File: config.mk
export PLATFORM = sky130hd
export DESIGN_NAME = i2c_register_access_master
export DESIGN_NICKNAME = d
export VERILOG_FILES = /design/src/sv/i2cm_pkg.sv /design/src/sv/i2cm_cfg.sv /design/src/sv/i2cm_front.sv /design/src/sv/i2cm_back.sv /design/src/sv/i2c_register_access_master.sv
export SDC_FILE = /design/constraint.sdc
export NUM_CORES = 1
export LEC_CHECK = 0
export ABC_AREA = 1
export BUFFER_PORTS_ARGS = -buffer_cell sky130_fd_sc_hd__buf_2
export CAP_MARGIN = 40
export CORE_MARGIN = 8
export CORE_UTILIZATION = 65
export DETAILED_ROUTE_END_ITERATION = 10
export GPL_TIMING_DRIVEN = 0
export HOLD_SLACK_MARGIN = 0.02
export PLACE_DENSITY = 0.86
export REMOVE_ABC_BUFFERS = 1
export SYNTH_ARGS = -nofsm -noshare
export SYNTH_HDL_FRONTEND = slang
export SYNTH_SLANG_ARGS = --single-unit
File: constraint.sdc
create_clock -name clk -period 7.7 [get_ports clk]
set_input_delay 0.385 -clock clk [delete_from_list [all_inputs] [get_ports clk]]
set_output_delay 0.385 -clock clk [all_outputs]
set_load 0.05 [all_outputs]
File: src/sv/i2cm_pkg.sv
// i2cm_pkg: shared types, codes and reset values of the I2C register access master.
// Depends on nothing; every other file of the block imports it.

package i2cm_pkg;

	// Bus sequencer phases
	typedef enum logic [4:0] {
		PH_IDLE,
		PH_NEXT,
		PH_ST_A,
		PH_ST_B,
		PH_ST_C,
		PH_WB_A,
		PH_WB_B,
		PH_WB_C,
		PH_ACK_A,
		PH_ACK_B,
		PH_ACK_C,
		PH_RB_A,
		PH_RB_B,
		PH_NK_A,
		PH_NK_B,
		PH_NK_C,
		PH_SP_A,
		PH_SP_B,
		PH_SP_C,
		PH_FS_A,
		PH_FS_B,
		PH_FS_C,
		PH_FIN_OK,
		PH_FIN_FAIL,
		PH_RETRY
	} phase_t;

	// Request codes
	localparam logic [1:0] CMD_WRITE = 2'd0;
	localparam logic [1:0] CMD_READ  = 2'd1;
	localparam logic [1:0] CMD_PROBE = 2'd2;
	localparam logic [1:0] CMD_NONE  = 2'd3;

	// Register map (index = byte address / 4)
	localparam logic [2:0] REG_DEV_ADDR    = 3'd0;
	localparam logic [2:0] REG_HALF_PERIOD = 3'd1;
	localparam logic [2:0] REG_ACK_TIMEOUT = 3'd2;
	localparam logic [2:0] REG_MAX_ATTEMPT = 3'd3;
	localparam logic [2:0] REG_RETRY_GAP   = 3'd4;

	localparam int unsigned APB_ADDR_W = 5;
	localparam int unsigned APB_DATA_W = 32;

	// Register reset values
	localparam logic [6:0]  RST_DEV_ADDR    = 7'd16;
	localparam logic [15:0] RST_HALF_PERIOD = 16'd240;
	localparam logic [7:0]  RST_ACK_TIMEOUT = 8'd250;
	localparam logic [2:0]  RST_MAX_ATTEMPT = 3'd3;
	localparam logic [15:0] RST_RETRY_GAP   = 16'd1000;

	typedef struct packed {
		logic [6:0]  dev_addr;
		logic [15:0] half_period;
		logic [7:0]  ack_timeout;
		logic [2:0]  max_attempt;
		logic [15:0] retry_gap;
	} cfg_t;

	// One tick word after classification
	typedef struct packed {
		logic       start;
		logic [1:0] cmd;
		logic [7:0] reg_addr;
		logic [7:0] write_data;
		logic       sda_in;
	} item_t;

	typedef struct packed {
		logic       scl_level;
		logic       sda_release;
		logic       busy_res;
		logic       done_res;
		logic       status;
		logic [7:0] read_data;
	} result_t;

endpackage

File: src/sv/i2cm_cfg.sv
// i2cm_cfg: APB-style configuration registers of the I2C register access master.
// Depends on i2cm_pkg for the register map, reset values and cfg_t.

module i2cm_cfg import i2cm_pkg::*; (
	input  logic                  clk,
	input  logic                  arst_n,
	input  logic                  psel,
	input  logic                  penable,
	input  logic                  pwrite,
	input  logic [APB_ADDR_W-1:0] paddr,
	input  logic [APB_DATA_W-1:0] pwdata,
	output logic [APB_DATA_W-1:0] prdata,
	output logic                  pready,
	output cfg_t                  cfg
);

	logic       wr_en;
	logic [2:0] reg_idx;
	cfg_t       cfg_q;

	assign pready  = 1'b1;
	assign wr_en   = psel & penable & pwrite;
	assign reg_idx = paddr[APB_ADDR_W-1:2];
	assign cfg     = cfg_q;

	// Register writes
	always_ff @(posedge clk or negedge arst_n) begin
		if (!arst_n) begin
			cfg_q.dev_addr    <= RST_DEV_ADDR;
			cfg_q.half_period <= RST_HALF_PERIOD;
			cfg_q.ack_timeout <= RST_ACK_TIMEOUT;
			cfg_q.max_attempt <= RST_MAX_ATTEMPT;
			cfg_q.retry_gap   <= RST_RETRY_GAP;
		end else if (wr_en) begin
			case (reg_idx)
				REG_DEV_ADDR:    cfg_q.dev_addr    <= pwdata[6:0];
				REG_HALF_PERIOD: cfg_q.half_period <= pwdata[15:0];
				REG_ACK_TIMEOUT: cfg_q.ack_timeout <= pwdata[7:0];
				REG_MAX_ATTEMPT: cfg_q.max_attempt <= pwdata[2:0];
				REG_RETRY_GAP:   cfg_q.retry_gap   <= pwdata[15:0];
				default: ;
			endcase
		end
	end

	// Read-back mux
	always_comb begin
		case (reg_idx)
			REG_DEV_ADDR:    prdata = {25'd0, cfg_q.dev_addr};
			REG_HALF_PERIOD: prdata = {16'd0, cfg_q.half_period};
			REG_ACK_TIMEOUT: prdata = {24'd0, cfg_q.ack_timeout};
			REG_MAX_ATTEMPT: prdata = {29'd0, cfg_q.max_attempt};
			REG_RETRY_GAP:   prdata = {16'd0, cfg_q.retry_gap};
			default:         prdata = '0;
		endcase
	end

endmodule

File: src/sv/i2cm_front.sv
// i2cm_front: accepts tick words, classifies the request and holds them in a
// two-entry queue for the bus sequencer. Depends on i2cm_pkg for item_t and codes.

module i2cm_front import i2cm_pkg::*; (
	input  logic       clk,
	input  logic       arst_n,
	input  logic       push,
	output logic       full,
	input  logic       request_valid,
	input  logic [1:0] cmd,
	input  logic [7:0] reg_addr,
	input  logic [7:0] write_data,
	input  logic       sda_in,
	output logic       item_valid,
	output item_t      item,
	input  logic       item_take
);

	item_t      mem_q [2];
	logic       wr_ptr_q;
	logic       rd_ptr_q;
	logic [1:0] cnt_q;
	logic       push_acc;
	logic       take_acc;
	item_t      new_item;

	assign full       = (cnt_q == 2'd2);
	assign item_valid = (cnt_q != 2'd0);
	assign push_acc   = push & ~full;
	assign take_acc   = item_take & item_valid;
	assign item       = mem_q[rd_ptr_q];

	// Classify: a request counts only with a defined command code
	always_comb begin
		new_item.start      = request_valid & (cmd != CMD_NONE);
		new_item.cmd        = cmd;
		new_item.reg_addr   = reg_addr;
		new_item.write_data = write_data;
		new_item.sda_in     = sda_in;
	end

	// Queue storage
	always_ff @(posedge clk) begin
		if (push_acc) begin
			mem_q[wr_ptr_q] <= new_item;
		end
	end

	// Queue pointers and fill
	always_ff @(posedge clk or negedge arst_n) begin
		if (!arst_n) begin
			wr_ptr_q <= 1'b0;
			rd_ptr_q <= 1'b0;
			cnt_q    <= 2'd0;
		end else begin
			if (push_acc) wr_ptr_q <= ~wr_ptr_q;
			if (take_acc) rd_ptr_q <= ~rd_ptr_q;
			cnt_q <= cnt_q + {1'b0, push_acc} - {1'b0, take_acc};
		end
	end

endmodule

File: src/sv/i2cm_back.sv
// i2cm_back: bus sequencer that advances one tick per word, plus the two-entry
// result queue. Depends on i2cm_pkg for phase_t, cfg_t, item_t, result_t and codes.

module i2cm_back import i2cm_pkg::*; (
	input  logic    clk,
	input  logic    arst_n,
	input  cfg_t    cfg,
	input  logic    item_valid,
	input  item_t   item,
	output logic    item_take,
	output logic    empty,
	input  logic    pop,
	output result_t res
);

	// Sequencer state
	phase_t      phase_q, phase_d;
	logic [2:0]  byte_step_q, byte_step_d;
	logic [3:0]  bit_cnt_q, bit_cnt_d;
	logic [15:0] delay_q, delay_d;
	logic [7:0]  ack_cnt_q, ack_cnt_d;
	logic [2:0]  attempt_q, attempt_d;
	logic [7:0]  shift_q, shift_d;
	logic [1:0]  cmd_q, cmd_d;
	logic [7:0]  reg_q, reg_d;
	logic [7:0]  data_q, data_d;
	logic        scl_q, scl_d;
	logic        sda_q, sda_d;

	// Result queue
	result_t     oq_q [2];
	logic        owr_q;
	logic        ord_q;
	logic [1:0]  ocnt_q;
	logic        pop_acc;
	result_t     res_d;

	logic [15:0] h_wait;
	logic [2:0]  att_inc;
	logic [2:0]  att_lim;
	logic        fail_end;
	logic        run;

	assign empty     = (ocnt_q == 2'd0);
	assign pop_acc   = pop & ~empty;
	assign item_take = item_valid & ((ocnt_q != 2'd2) | pop_acc);
	assign res       = oq_q[ord_q];

	// Shared terms
	assign h_wait   = (cfg.half_period == 16'd0) ? 16'd0 : cfg.half_period - 16'd1;
	assign att_inc  = attempt_q + 3'd1;
	assign att_lim  = (cfg.max_attempt == 3'd0) ? 3'd1 : cfg.max_attempt;
	assign fail_end = (cmd_q == CMD_PROBE) || (att_inc >= att_lim);
	assign run      = (delay_q == 16'd0) && (phase_q != PH_IDLE);

	// Next state: settle, dispatch, then the phase that starts a delay
	always_comb begin : next_state
		logic       go;
		phase_t     ph;
		logic [2:0] step;
		logic [7:0] aw;

		phase_d     = phase_q;
		byte_step_d = byte_step_q;
		bit_cnt_d   = bit_cnt_q;
		delay_d     = delay_q;
		ack_cnt_d   = ack_cnt_q;
		attempt_d   = attempt_q;
		shift_d     = shift_q;
		cmd_d       = cmd_q;
		reg_d       = reg_q;
		data_d      = data_q;
		scl_d       = scl_q;
		sda_d       = sda_q;
		go          = 1'b0;
		ph          = phase_q;
		step        = byte_step_q;
		aw          = {cfg.dev_addr, 1'b0};

		// delay countdown, or request latch when idle
		if (delay_q != 16'd0) begin
			delay_d = delay_q - 16'd1;
		end else if (phase_q == PH_IDLE) begin
			if (item.start) begin
				cmd_d       = item.cmd;
				reg_d       = item.reg_addr;
				data_d      = item.write_data;
				attempt_d   = 3'd0;
				byte_step_d = 3'd0;
				ph          = PH_NEXT;
				go          = 1'b1;
			end
		end else begin
			go = 1'b1;
		end

		// phases that resolve without a delay of their own
		if (go) begin
			case (ph)
				PH_WB_C: begin
					scl_d     = 1'b0;
					shift_d   = {shift_q[6:0], 1'b0};
					bit_cnt_d = bit_cnt_q + 4'd1;
					ph        = (bit_cnt_d < 4'd8) ? PH_WB_A : PH_ACK_A;
				end
				PH_ACK_C: begin
					if (!item.sda_in) begin
						scl_d   = 1'b0;
						delay_d = h_wait;
						ph      = PH_NEXT;
						go      = 1'b0;
					end else if (ack_cnt_q >= cfg.ack_timeout) begin
						ph = PH_FS_A;
					end else begin
						ack_cnt_d = ack_cnt_q + 8'd1;
						go        = 1'b0;
					end
				end
				PH_FIN_OK: begin
					ph = PH_IDLE;
					go = 1'b0;
				end
				PH_FIN_FAIL: begin
					attempt_d = att_inc;
					if (fail_end) begin
						ph = PH_IDLE;
						go = 1'b0;
					end else if (cfg.retry_gap == 16'd0) begin
						byte_step_d = 3'd0;
						ph          = PH_NEXT;
					end else begin
						delay_d = cfg.retry_gap - 16'd1;
						ph      = PH_RETRY;
						go      = 1'b0;
					end
				end
				PH_RETRY: begin
					byte_step_d = 3'd0;
					ph          = PH_NEXT;
				end
				default: ;
			endcase
		end

		// pick the next segment of the transaction
		if (go && ph == PH_NEXT) begin
			step        = byte_step_d;
			byte_step_d = step + 3'd1;
			bit_cnt_d   = 4'd0;
			ph          = PH_SP_A;
			if (step == 3'd0) begin
				ph = PH_ST_A;
			end else if (step == 3'd1) begin
				ph      = PH_WB_A;
				shift_d = aw;
			end else if (cmd_d == CMD_WRITE) begin
				if (step == 3'd2) begin
					ph      = PH_WB_A;
					shift_d = reg_d;
				end else if (step == 3'd3) begin
					ph      = PH_WB_A;
					shift_d = data_d;
				end
			end else if (cmd_d == CMD_READ) begin
				if (step == 3'd2) begin
					ph      = PH_WB_A;
					shift_d = reg_d;
				end else if (step == 3'd3) begin
					ph = PH_ST_A;
				end else if (step == 3'd4) begin
					ph      = PH_WB_A;
					shift_d = aw | 8'h01;
				end else if (step == 3'd5) begin
					ph      = PH_RB_A;
					shift_d = 8'h00;
				end
			end
		end

		// line changes that open a delay phase
		if (go) begin
			case (ph)
				PH_ST_A: begin
					sda_d = 1'b1; scl_d = 1'b1; delay_d = h_wait; ph = PH_ST_B;
				end
				PH_ST_B: begin
					sda_d = 1'b0; delay_d = h_wait; ph = PH_ST_C;
				end
				PH_ST_C: begin
					scl_d = 1'b0; delay_d = h_wait; ph = PH_NEXT;
				end
				PH_WB_A: begin
					sda_d = shift_d[7]; delay_d = h_wait; ph = PH_WB_B;
				end
				PH_WB_B: begin
					scl_d = 1'b1; delay_d = h_wait; ph = PH_WB_C;
				end
				PH_ACK_A: begin
					sda_d = 1'b1; delay_d = h_wait; ph = PH_ACK_B;
				end
				PH_ACK_B: begin
					scl_d = 1'b1; ack_cnt_d = 8'd0; delay_d = h_wait; ph = PH_ACK_C;
				end
				PH_RB_A: begin
					shift_d = {shift_d[6:0], 1'b0};
					scl_d   = 1'b1;
					delay_d = h_wait;
					ph      = PH_RB_B;
				end
				PH_RB_B: begin
					shift_d[0] = shift_d[0] | item.sda_in;
					scl_d      = 1'b0;
					bit_cnt_d  = bit_cnt_q + 4'd1;
					delay_d    = h_wait;
					ph         = (bit_cnt_d < 4'd8) ? PH_RB_A : PH_NK_A;
				end
				PH_NK_A: begin
					sda_d = 1'b1; delay_d = h_wait; ph = PH_NK_B;
				end
				PH_NK_B: begin
					scl_d = 1'b1; delay_d = h_wait; ph = PH_NK_C;
				end
				PH_NK_C: begin
					scl_d = 1'b0; delay_d = h_wait; ph = PH_NEXT;
				end
				PH_SP_A: begin
					sda_d = 1'b0; delay_d = h_wait; ph = PH_SP_B;
				end
				PH_SP_B: begin
					scl_d = 1'b1; delay_d = h_wait; ph = PH_SP_C;
				end
				PH_SP_C: begin
					sda_d = 1'b1; delay_d = h_wait; ph = PH_FIN_OK;
				end
				PH_FS_A: begin
					sda_d = 1'b0; delay_d = h_wait; ph = PH_FS_B;
				end
				PH_FS_B: begin
					scl_d = 1'b1; delay_d = h_wait; ph = PH_FS_C;
				end
				PH_FS_C: begin
					sda_d = 1'b1; delay_d = h_wait; ph = PH_FIN_FAIL;
				end
				default: ;
			endcase
		end

		phase_d = ph;
	end

	// Result word for this tick
	always_comb begin : outputs
		res_d.scl_level   = scl_d;
		res_d.sda_release = sda_d;
		res_d.busy_res    = (phase_d != PH_IDLE);
		res_d.done_res    = run && ((phase_q == PH_FIN_OK) ||
		                            (phase_q == PH_FIN_FAIL && fail_end));
		res_d.status      = run && (phase_q == PH_FIN_FAIL) && fail_end;
		res_d.read_data   = (run && phase_q == PH_FIN_OK && cmd_q == CMD_READ) ?
		                    shift_q : 8'h00;
	end

	// Sequencer registers, advanced once per word taken
	always_ff @(posedge clk or negedge arst_n) begin
		if (!arst_n) begin
			phase_q     <= PH_IDLE;
			byte_step_q <= 3'd0;
			bit_cnt_q   <= 4'd0;
			delay_q     <= 16'd0;
			ack_cnt_q   <= 8'd0;
			attempt_q   <= 3'd0;
			shift_q     <= 8'h00;
			cmd_q       <= 2'd0;
			reg_q       <= 8'h00;
			data_q      <= 8'h00;
			scl_q       <= 1'b1;
			sda_q       <= 1'b1;
		end else if (item_take) begin
			phase_q     <= phase_d;
			byte_step_q <= byte_step_d;
			bit_cnt_q   <= bit_cnt_d;
			delay_q     <= delay_d;
			ack_cnt_q   <= ack_cnt_d;
			attempt_q   <= attempt_d;
			shift_q     <= shift_d;
			cmd_q       <= cmd_d;
			reg_q       <= reg_d;
			data_q      <= data_d;
			scl_q       <= scl_d;
			sda_q       <= sda_d;
		end
	end

	// Result queue storage
	always_ff @(posedge clk) begin
		if (item_take) begin
			oq_q[owr_q] <= res_d;
		end
	end

	// Result queue pointers and fill
	always_ff @(posedge clk or negedge arst_n) begin
		if (!arst_n) begin
			owr_q  <= 1'b0;
			ord_q  <= 1'b0;
			ocnt_q <= 2'd0;
		end else begin
			if (item_take) owr_q <= ~owr_q;
			if (pop_acc)   ord_q <= ~ord_q;
			ocnt_q <= ocnt_q + {1'b0, item_take} - {1'b0, pop_acc};
		end
	end

endmodule

File: src/sv/i2c_register_access_master.sv
// i2c_register_access_master: top level of the tick-driven I2C register master.
// Depends on i2cm_pkg, i2cm_cfg, i2cm_front and i2cm_back.
//
//   channel   handshake            contents
//   -------   ------------------   ---------------------------------------------
//   config    psel/penable/pwrite  device address, half period, ack timeout,
//                                  attempts, retry gap (APB, pready tied high)
//   tick in   push / full          request_valid, cmd, reg_addr, write_data, sda_in
//   result    pop / empty          scl_level, sda_release, busy_res, done_res,
//                                  status, read_data
//
// One word a cycle unless a queue stalls: the sequencer advances one bus tick
// per word taken; the front queue and the result queue each hold two words.
// A pushed word is stored in the front queue, then its result in the result queue.
// Reset puts the registers at their defaults and leaves both lines released.
// full rises when two words wait in the front queue; the sequencer halts while
// the result queue holds two words and pop is low.

module i2c_register_access_master import i2cm_pkg::*; (
	input  logic                  clk,
	input  logic                  arst_n,
	input  logic                  psel,
	input  logic                  penable,
	input  logic                  pwrite,
	input  logic [APB_ADDR_W-1:0] paddr,
	input  logic [APB_DATA_W-1:0] pwdata,
	output logic [APB_DATA_W-1:0] prdata,
	output logic                  pready,
	input  logic                  push,
	output logic                  full,
	input  logic                  request_valid,
	input  logic [1:0]            cmd,
	input  logic [7:0]            reg_addr,
	input  logic [7:0]            write_data,
	input  logic                  sda_in,
	output logic                  empty,
	input  logic                  pop,
	output logic                  scl_level,
	output logic                  sda_release,
	output logic                  busy_res,
	output logic                  done_res,
	output logic                  status,
	output logic [7:0]            read_data
);

	cfg_t    cfg;
	item_t   item;
	logic    item_valid;
	logic    item_take;
	result_t res;

	i2cm_cfg u_cfg (
		.clk     (clk),
		.arst_n  (arst_n),
		.psel    (psel),
		.penable (penable),
		.pwrite  (pwrite),
		.paddr   (paddr),
		.pwdata  (pwdata),
		.prdata  (prdata),
		.pready  (pready),
		.cfg     (cfg)
	);

	i2cm_front u_front (
		.clk           (clk),
		.arst_n        (arst_n),
		.push          (push),
		.full          (full),
		.request_valid (request_valid),
		.cmd           (cmd),
		.reg_addr      (reg_addr),
		.write_data    (write_data),
		.sda_in        (sda_in),
		.item_valid    (item_valid),
		.item          (item),
		.item_take     (item_take)
	);

	i2cm_back u_back (
		.clk        (clk),
		.arst_n     (arst_n),
		.cfg        (cfg),
		.item_valid (item_valid),
		.item       (item),
		.item_take  (item_take),
		.empty      (empty),
		.pop        (pop),
		.res        (res)
	);

	assign scl_level   = res.scl_level;
	assign sda_release = res.sda_release;
	assign busy_res    = res.busy_res;
	assign done_res    = res.done_res;
	assign status      = res.status;
	assign read_data   = res.read_data;

	// A finished request leaves the sequencer idle
	a_done_not_busy: assert property (@(posedge clk) disable iff (!arst_n)
		(!empty && done_res) |-> !busy_res)
		else $error("done word still marked busy");

	// Failure status only comes with done
	a_status_with_done: assert property (@(posedge clk) disable iff (!arst_n)
		(!empty && status) |-> done_res)
		else $error("status set without done");

	// Read data only comes with done
	a_rdata_with_done: assert property (@(posedge clk) disable iff (!arst_n)
		(!empty && (read_data != 8'h00)) |-> done_res)
		else $error("read data outside done word");

	// Bus is released whenever the sequencer is idle
	a_idle_released: assert property (@(posedge clk) disable iff (!arst_n)
		(!empty && !busy_res) |-> (scl_level && sda_release))
		else $error("bus driven while idle");

endmodule
Word level (Yosys, flattened, before mapping) --
Memory sizes are Yosys's and may differ from the RTL's. Index checks and enable logic that the tools add are counted.
Storage, ports and cells: flip-flop bits (word level) 125, latch bits 0, bits in writable memories 66, memory bits (read-only) 0, input port bits 64, output and inout bits 48, logic and storage cells 234, memories 2
Memory list:
- u_front.mem_q | depth 2, width 20, rd ports 1, clocked after memory_dff 0, write ports 1, RTL line i2cm_front.sv:19 | item_t mem_q [2];
- u_back.oq_q | depth 2, width 13, rd ports 1, clocked after memory_dff 0, write ports 1, RTL line i2cm_back.sv:31 | result_t oq_q [2];
Cells by class: $add $sub $neg 11, multipliers 0, div/mod/pow operators 0, $lt $le $gt $ge 3, eq/ne operators 41, shifts and indexed selects 0, mux-type cells 105, bitwise gates (word level) 15, reductions and logical operators 34
Operator list (count):
- two-way mux 8 bit | 27
- two-way mux 16 bit | 8
- two-way mux 5 bit | 20
- one-hot mux 5 bit (17 select lines) | 1
- one-hot mux 16 bit (5 select lines) | 1
- == test 5 bit (second input constant) | 11
- logical NOT 16 bit | 3
- subtractor 16 x 1 -> 16 bit (second input constant) | 3
- two-way mux 3 bit | 14
- == test 5 x 4 -> 1 bit (second input constant) | 8
- one-hot mux 16 bit (2 select lines) | 1
- one-hot mux 5 bit (5 select lines) | 1
- two-way mux 4 bit | 6
- == test 5 x 3 -> 1 bit (second input constant) | 4
- OR reduction 18 bit | 1
- two-way mux 1 bit | 16
- nonzero test 16 bit | 1
- == test 3 x 2 -> 1 bit (second input constant) | 4
- == test 5 x 2 -> 1 bit (second input constant) | 2
- AND reduction 2 bit | 5
- nonzero test 5 bit | 2
- == test 3 bit (second input constant) | 3
- logical NOT 3 bit | 3
- adder 8 x 1 -> 8 bit (second input constant) | 1
- 29 further kinds | 63

Depth between registers and ports, before layout --
An unclocked memory read counts as a cell.
depth after elaboration 23, depth in mapped cells 33, mapped depth without buffers 31

By module --
A second synthesis with hierarchy kept.
Second synthesis, totals: cells, all modules 1677, area, all modules 12603.3 um^2
Modules (own cells, without submodules):
- i2cm_back | instances 1, cells an instance 1217, area each 8191.6 um^2, seq. area each 2560.0 um^2
- i2cm_cfg | instances 1, cells an instance 322, area each 2710.1 um^2, seq. area each 1275.0 um^2
- i2cm_front | instances 1, cells an instance 138, area each 1701.6 um^2, seq. area each 1301.2 um^2

Worst setup path after synthesis --
OpenSTA, ideal clock, no wires.
path type flip-flop to flip-flop, from register u_back.attempt_q[0], to memory u_back.oq_q[0][10] (netlist bit) (data pin), library setup time 0.275 ns, arrival time 3.982 ns, required time 7.425 ns, path slack 3.443 ns, cell stages (with the launch flop) 32, path buffers 2, period minus slack after synthesis 4.257 ns, cell sequence dfrtp_1 > ha_1 > xor2_1 > ha_1 > a21oi_1 > nand4_1 > nor2_1 > nand2_1 > nand2_2 > nand2_4 > nand3_1 > inv_1 > ha_1 > ha_1 > inv_1 > nand4_1 > nand2_1 > nand2_1 > nand3_1 > nand3_2 > nand2_2 > buf_6 > nor2_1 > nand2_1 > nand3_1 > nor2_2 > nand2_4 > nand2_4 > buf_6 > nand2_1 > o21ai_1 > nand4_1
RTL lines:
- start, declared | RTL line i2cm_back.sv:22 | logic [2:0] attempt_q, attempt_d;
- start signal, assigned | RTL line i2cm_back.sv:284 | attempt_q <= attempt_d;
- end, declared | RTL line i2cm_back.sv:31

==> insert_results.sql <==
INSERT INTO impl_metrics (metric_group, metric, value, unit) VALUES
('timing', 'final_min_period_over_clock_period', '0.774', ''),
('detailed_routing', 'drtPass1Iterations', '6', ''),
('setup_path', 'crit_path_max_fanout', '29', ''),
('place', 'place_worst_setup_slack', '1900', 'ps'),
('power', 'vdd_ir_drop_max', '0.289', 'mV'),
('status', 'outcome', 'finished, final reports clean', ''),
('global_routing', 'grt_util_all_layers', '0.285', ''),
('global_routing', 'grt_start_max_net_pins', '72', ''),
('synth', 'post_synth_edffs', '66', ''),
('setup_path', 'required_time_at_the_endpoint_of_the_critical_path', '7840', 'ps'),
('synth', 'dominantRegCellSynth', 'sky130_fd_sc_hd__dfrtp_1', ''),
('synth', 'synthDominantCellAreaShare', '0.213', ''),
('detailed_routing', 'drcViolationCount', '0', ''),
('synth', 'synth_area_leader_cell', 'sky130_fd_sc_hd__dfrtp_1', ''),
('setup_path', 'cp_slowest_cell', 'sky130_fd_sc_hd__dfrtp_1', ''),
('timing', 'clock_skew', '22.1', 'ps'),
('synth', 'post_synth_top_cells', 'sky130_fd_sc_hd__nand2_1, sky130_fd_sc_hd__inv_1, sky130_fd_sc_hd__nor2_1, sky130_fd_sc_hd__o21ai_0, sky130_fd_sc_hd__dfrtp_1', ''),
('setup_path', 'cp_common_cell', 'sky130_fd_sc_hd__nand2_1', ''),
('global_routing', 'antenna_violations_before_repair', '0', ''),
('setup_path', 'cp_data_arrival_time', '6100', 'ps'),
('floorplanning', 'num_rows', '50', ''),
('place', 'port_buffers', '76', ''),
('floorplanning', 'height_of_the_die', '153', 'microns'),
('clock_network', 'cts.reportedPaths.clkPinSlew', '80', 'ps'),
('timing', 'drv_slew', '0', ''),
('detailed_routing', 'drt-initial-drc-count', '1120', ''),
('synth', 'synthTopCellsByArea', 'sky130_fd_sc_hd__dfrtp_1, sky130_fd_sc_hd__edfxtp_1, sky130_fd_sc_hd__nand2_1, sky130_fd_sc_hd__o21ai_0, sky130_fd_sc_hd__inv_1', ''),
('detailed_routing', 'avgRoutedWirePerCell', '17.4', 'microns'),
('timing', 'fmaxAchievable', '168', 'MHz'),
('synth', 'synth_seq_area_share', '0.421', ''),
('cells_and_area', 'drive_above_1_share', '0.149', ''),
('synth', 'synth-xor-area-share', '0.0280', ''),
('floorplanning', 'initial_utilization', '0.656', ''),
('synth', 'synth_top_family_by_area', 'simple AND/OR/NAND/NOR gates', ''),
('synth', 'post_synth_mux_area_share', '0.00246', ''),
('synth', 'ys_async_sr_fraction', '0.654', ''),
('setup_path', 'startpoint_type', 'register', ''),
('place', 'placed_cells_incl_taps', '1863', ''),
('timing', 'finalWorstSetupSlack', '1740', 'ps'),
('place', 'hpwlAfterDp', '24600', 'microns'),
('synth', 'synth_warnings', '0', ''),
('clock_network', 'tritoncts.num_buffers', '17', ''),
('timing', 'layout_min_cycle_time', '5960', 'ps'),
('clock_network', 'h_tree_depth_reported_by_cts', '4', ''),
('clock_network', 'clock_sinks', '191', ''),
('detailed_routing', 'num_vias', '11100', ''),
('synth', 'yosys.area_share.simple', '0.274', ''),
('cells_and_area', 'antennaDiodeCount', '0', ''),
('synth', 'synth_compound_area_frac', '0.154', ''),
('detailed_routing', 'post_drt_via_cell_ratio', '5.85', ''),
('power', 'power.static_leakage', '6.31', 'nW'),
('global_routing', 'global_route.overflow_total', '0', ''),
('global_routing', 'via_count_of_the_first_global_routing_pass', '10800', ''),
('clock_network', 'clock_latency', '450', 'ps'),
('detailed_routing', 'drt_wl_total', '32900', 'microns'),
('synth', 'synth_seq_cells', '191', ''),
('synth', 'syn_inst', '1585', ''),
('cells_and_area', 'area_delta_synth_final', '9.65', '%'),
('detailed_routing', 'antenna_left', '0', ''),
('synth', 'synth.cell_area', '0.0122', 'sq mm'),
('timing', 'final_hold_viol_count', '0', ''),
('job', 'drv_cap', '0', ''),
('setup_path', 'crit_path_end_kind', 'register', ''),
('power', 'power.density', '329', 'mW/mm^2'),
('timing', 'tns', '0', 'ps'),
('worst_hold_path', 'hold_removal_path_class', 'in2reg', ''),
('setup_path', 'max_stage_delay', '670', 'ps'),
('synth', 'synth_fa_ha_area_frac', '0.0298', ''),
('timing', 'unrepaired_setup_endpoints_after_global_routing', 'false', ''),
('clock_network', 'clock_tree.buffer_depth', '2', ''),
('place', 'place_congestion', '0.965', '');
## cell usage in the layout (no fill, tap or decap), drive strengths merged, types with 5 or more instances in the layout
cell type / n
nand2: 454
inv: 209
nor2: 178
o21ai: 157
dfrtp: 104
buf: 86
nand3: 69
edfxtp: 66
a21oi: 61
xor2: 35
ha: 29
o211ai: 23
nor3: 21
dfstp: 21
nand4: 21
o22ai: 18
clkbuf: 18
conb: 17
clkinv: 9
o2111ai: 6
or2: 6
a22oi: 5
a31oi: 5
## state kept, by name, indices dropped and copies added, names as in the netlist, 4 cells and up
name / flops
u_cfg.cfg: 50
u_front.mem_q: 40
u_back.oq_q: 26
u_back.delay_q: 16
u_back.ack_cnt_q: 8
u_back.data_q: 8
u_back.reg_q: 8
u_back.shift_q: 8
u_back.phase_q: 5
u_back.bit_cnt_q: 4
## cell families (layout without fill, tap and decap cells)
family,Yosys count,in the layout
and+or+nand+nor,755,755
AOI/OAI and AO/OA,305,305
buffers and inverters,261,323
DFF,191,191
xor gates and xnor gates,39,39
adders and majority gates,29,29
muxes,3,3
other,2,17
## metrics by stage
step                      area (sq um)  power, mW   util  hold WS (ps)
after global routing             13400       4.67  0.719           105
after detailed placement         12800       3.50  0.688           380
after global placement           12600       3.37  0.678           457
after CTS                        13400       4.38  0.719           115
after floorplan                  11900       2.93      -          89.4
final                            13400       4.40  0.719           114
## final cells by class
class                      count  area, sq um
timing repair buffer          87          558
clock buffer                  18          429
multi-input combinational   1148         6030
inverter                     204          774
sequential                   191         5140
fill                        1462         5210
clock inverter                14          141
tap                          234          293
## power by group
part	switching, mW	leakage (nW)	internal [mW]
clock	0.444	0.283	0.432
sequential	0.222	2.13	1.38
combinational	1.35	3.90	0.567
total	2.02	6.31	2.38
## final timing paths
kind,startpoint,endpoint,slack (ps),depth (start not counted)
setup / recovery,u_front.rd_ptr_q,u_back.oq_q[1][10],1740,28
hold / removal,reg_addr[0],u_front.mem_q[0][9],110,1
setup reg to reg,u_front.rd_ptr_q,u_back.oq_q[1][10],1740,28
hold reg to reg,u_back.sda_q,u_back.sda_q,490,2
max in group asynchronous,arst_n,u_back.sda_q,6440,3
min in group asynchronous,arst_n,u_back.ocnt_q[1],450,2
## per-layer routing
metal	routed length, microns	track usage
met2	15700	0.467
met1	13900	0.377
met4	837	0.101
met3	2480	0.0476
met5	0	0
## repair_timing
item | 4_1_cts | 5_1_grt
gates resized for setup | 0 | 0
setup endpoints to repair | 0 | 0
hold buffers | 1 | 0
setup buffers | 0 | 0
endpoints found under the hold margin | 45 | 0
No activity file was read; power rests on OpenSTA's default activity.
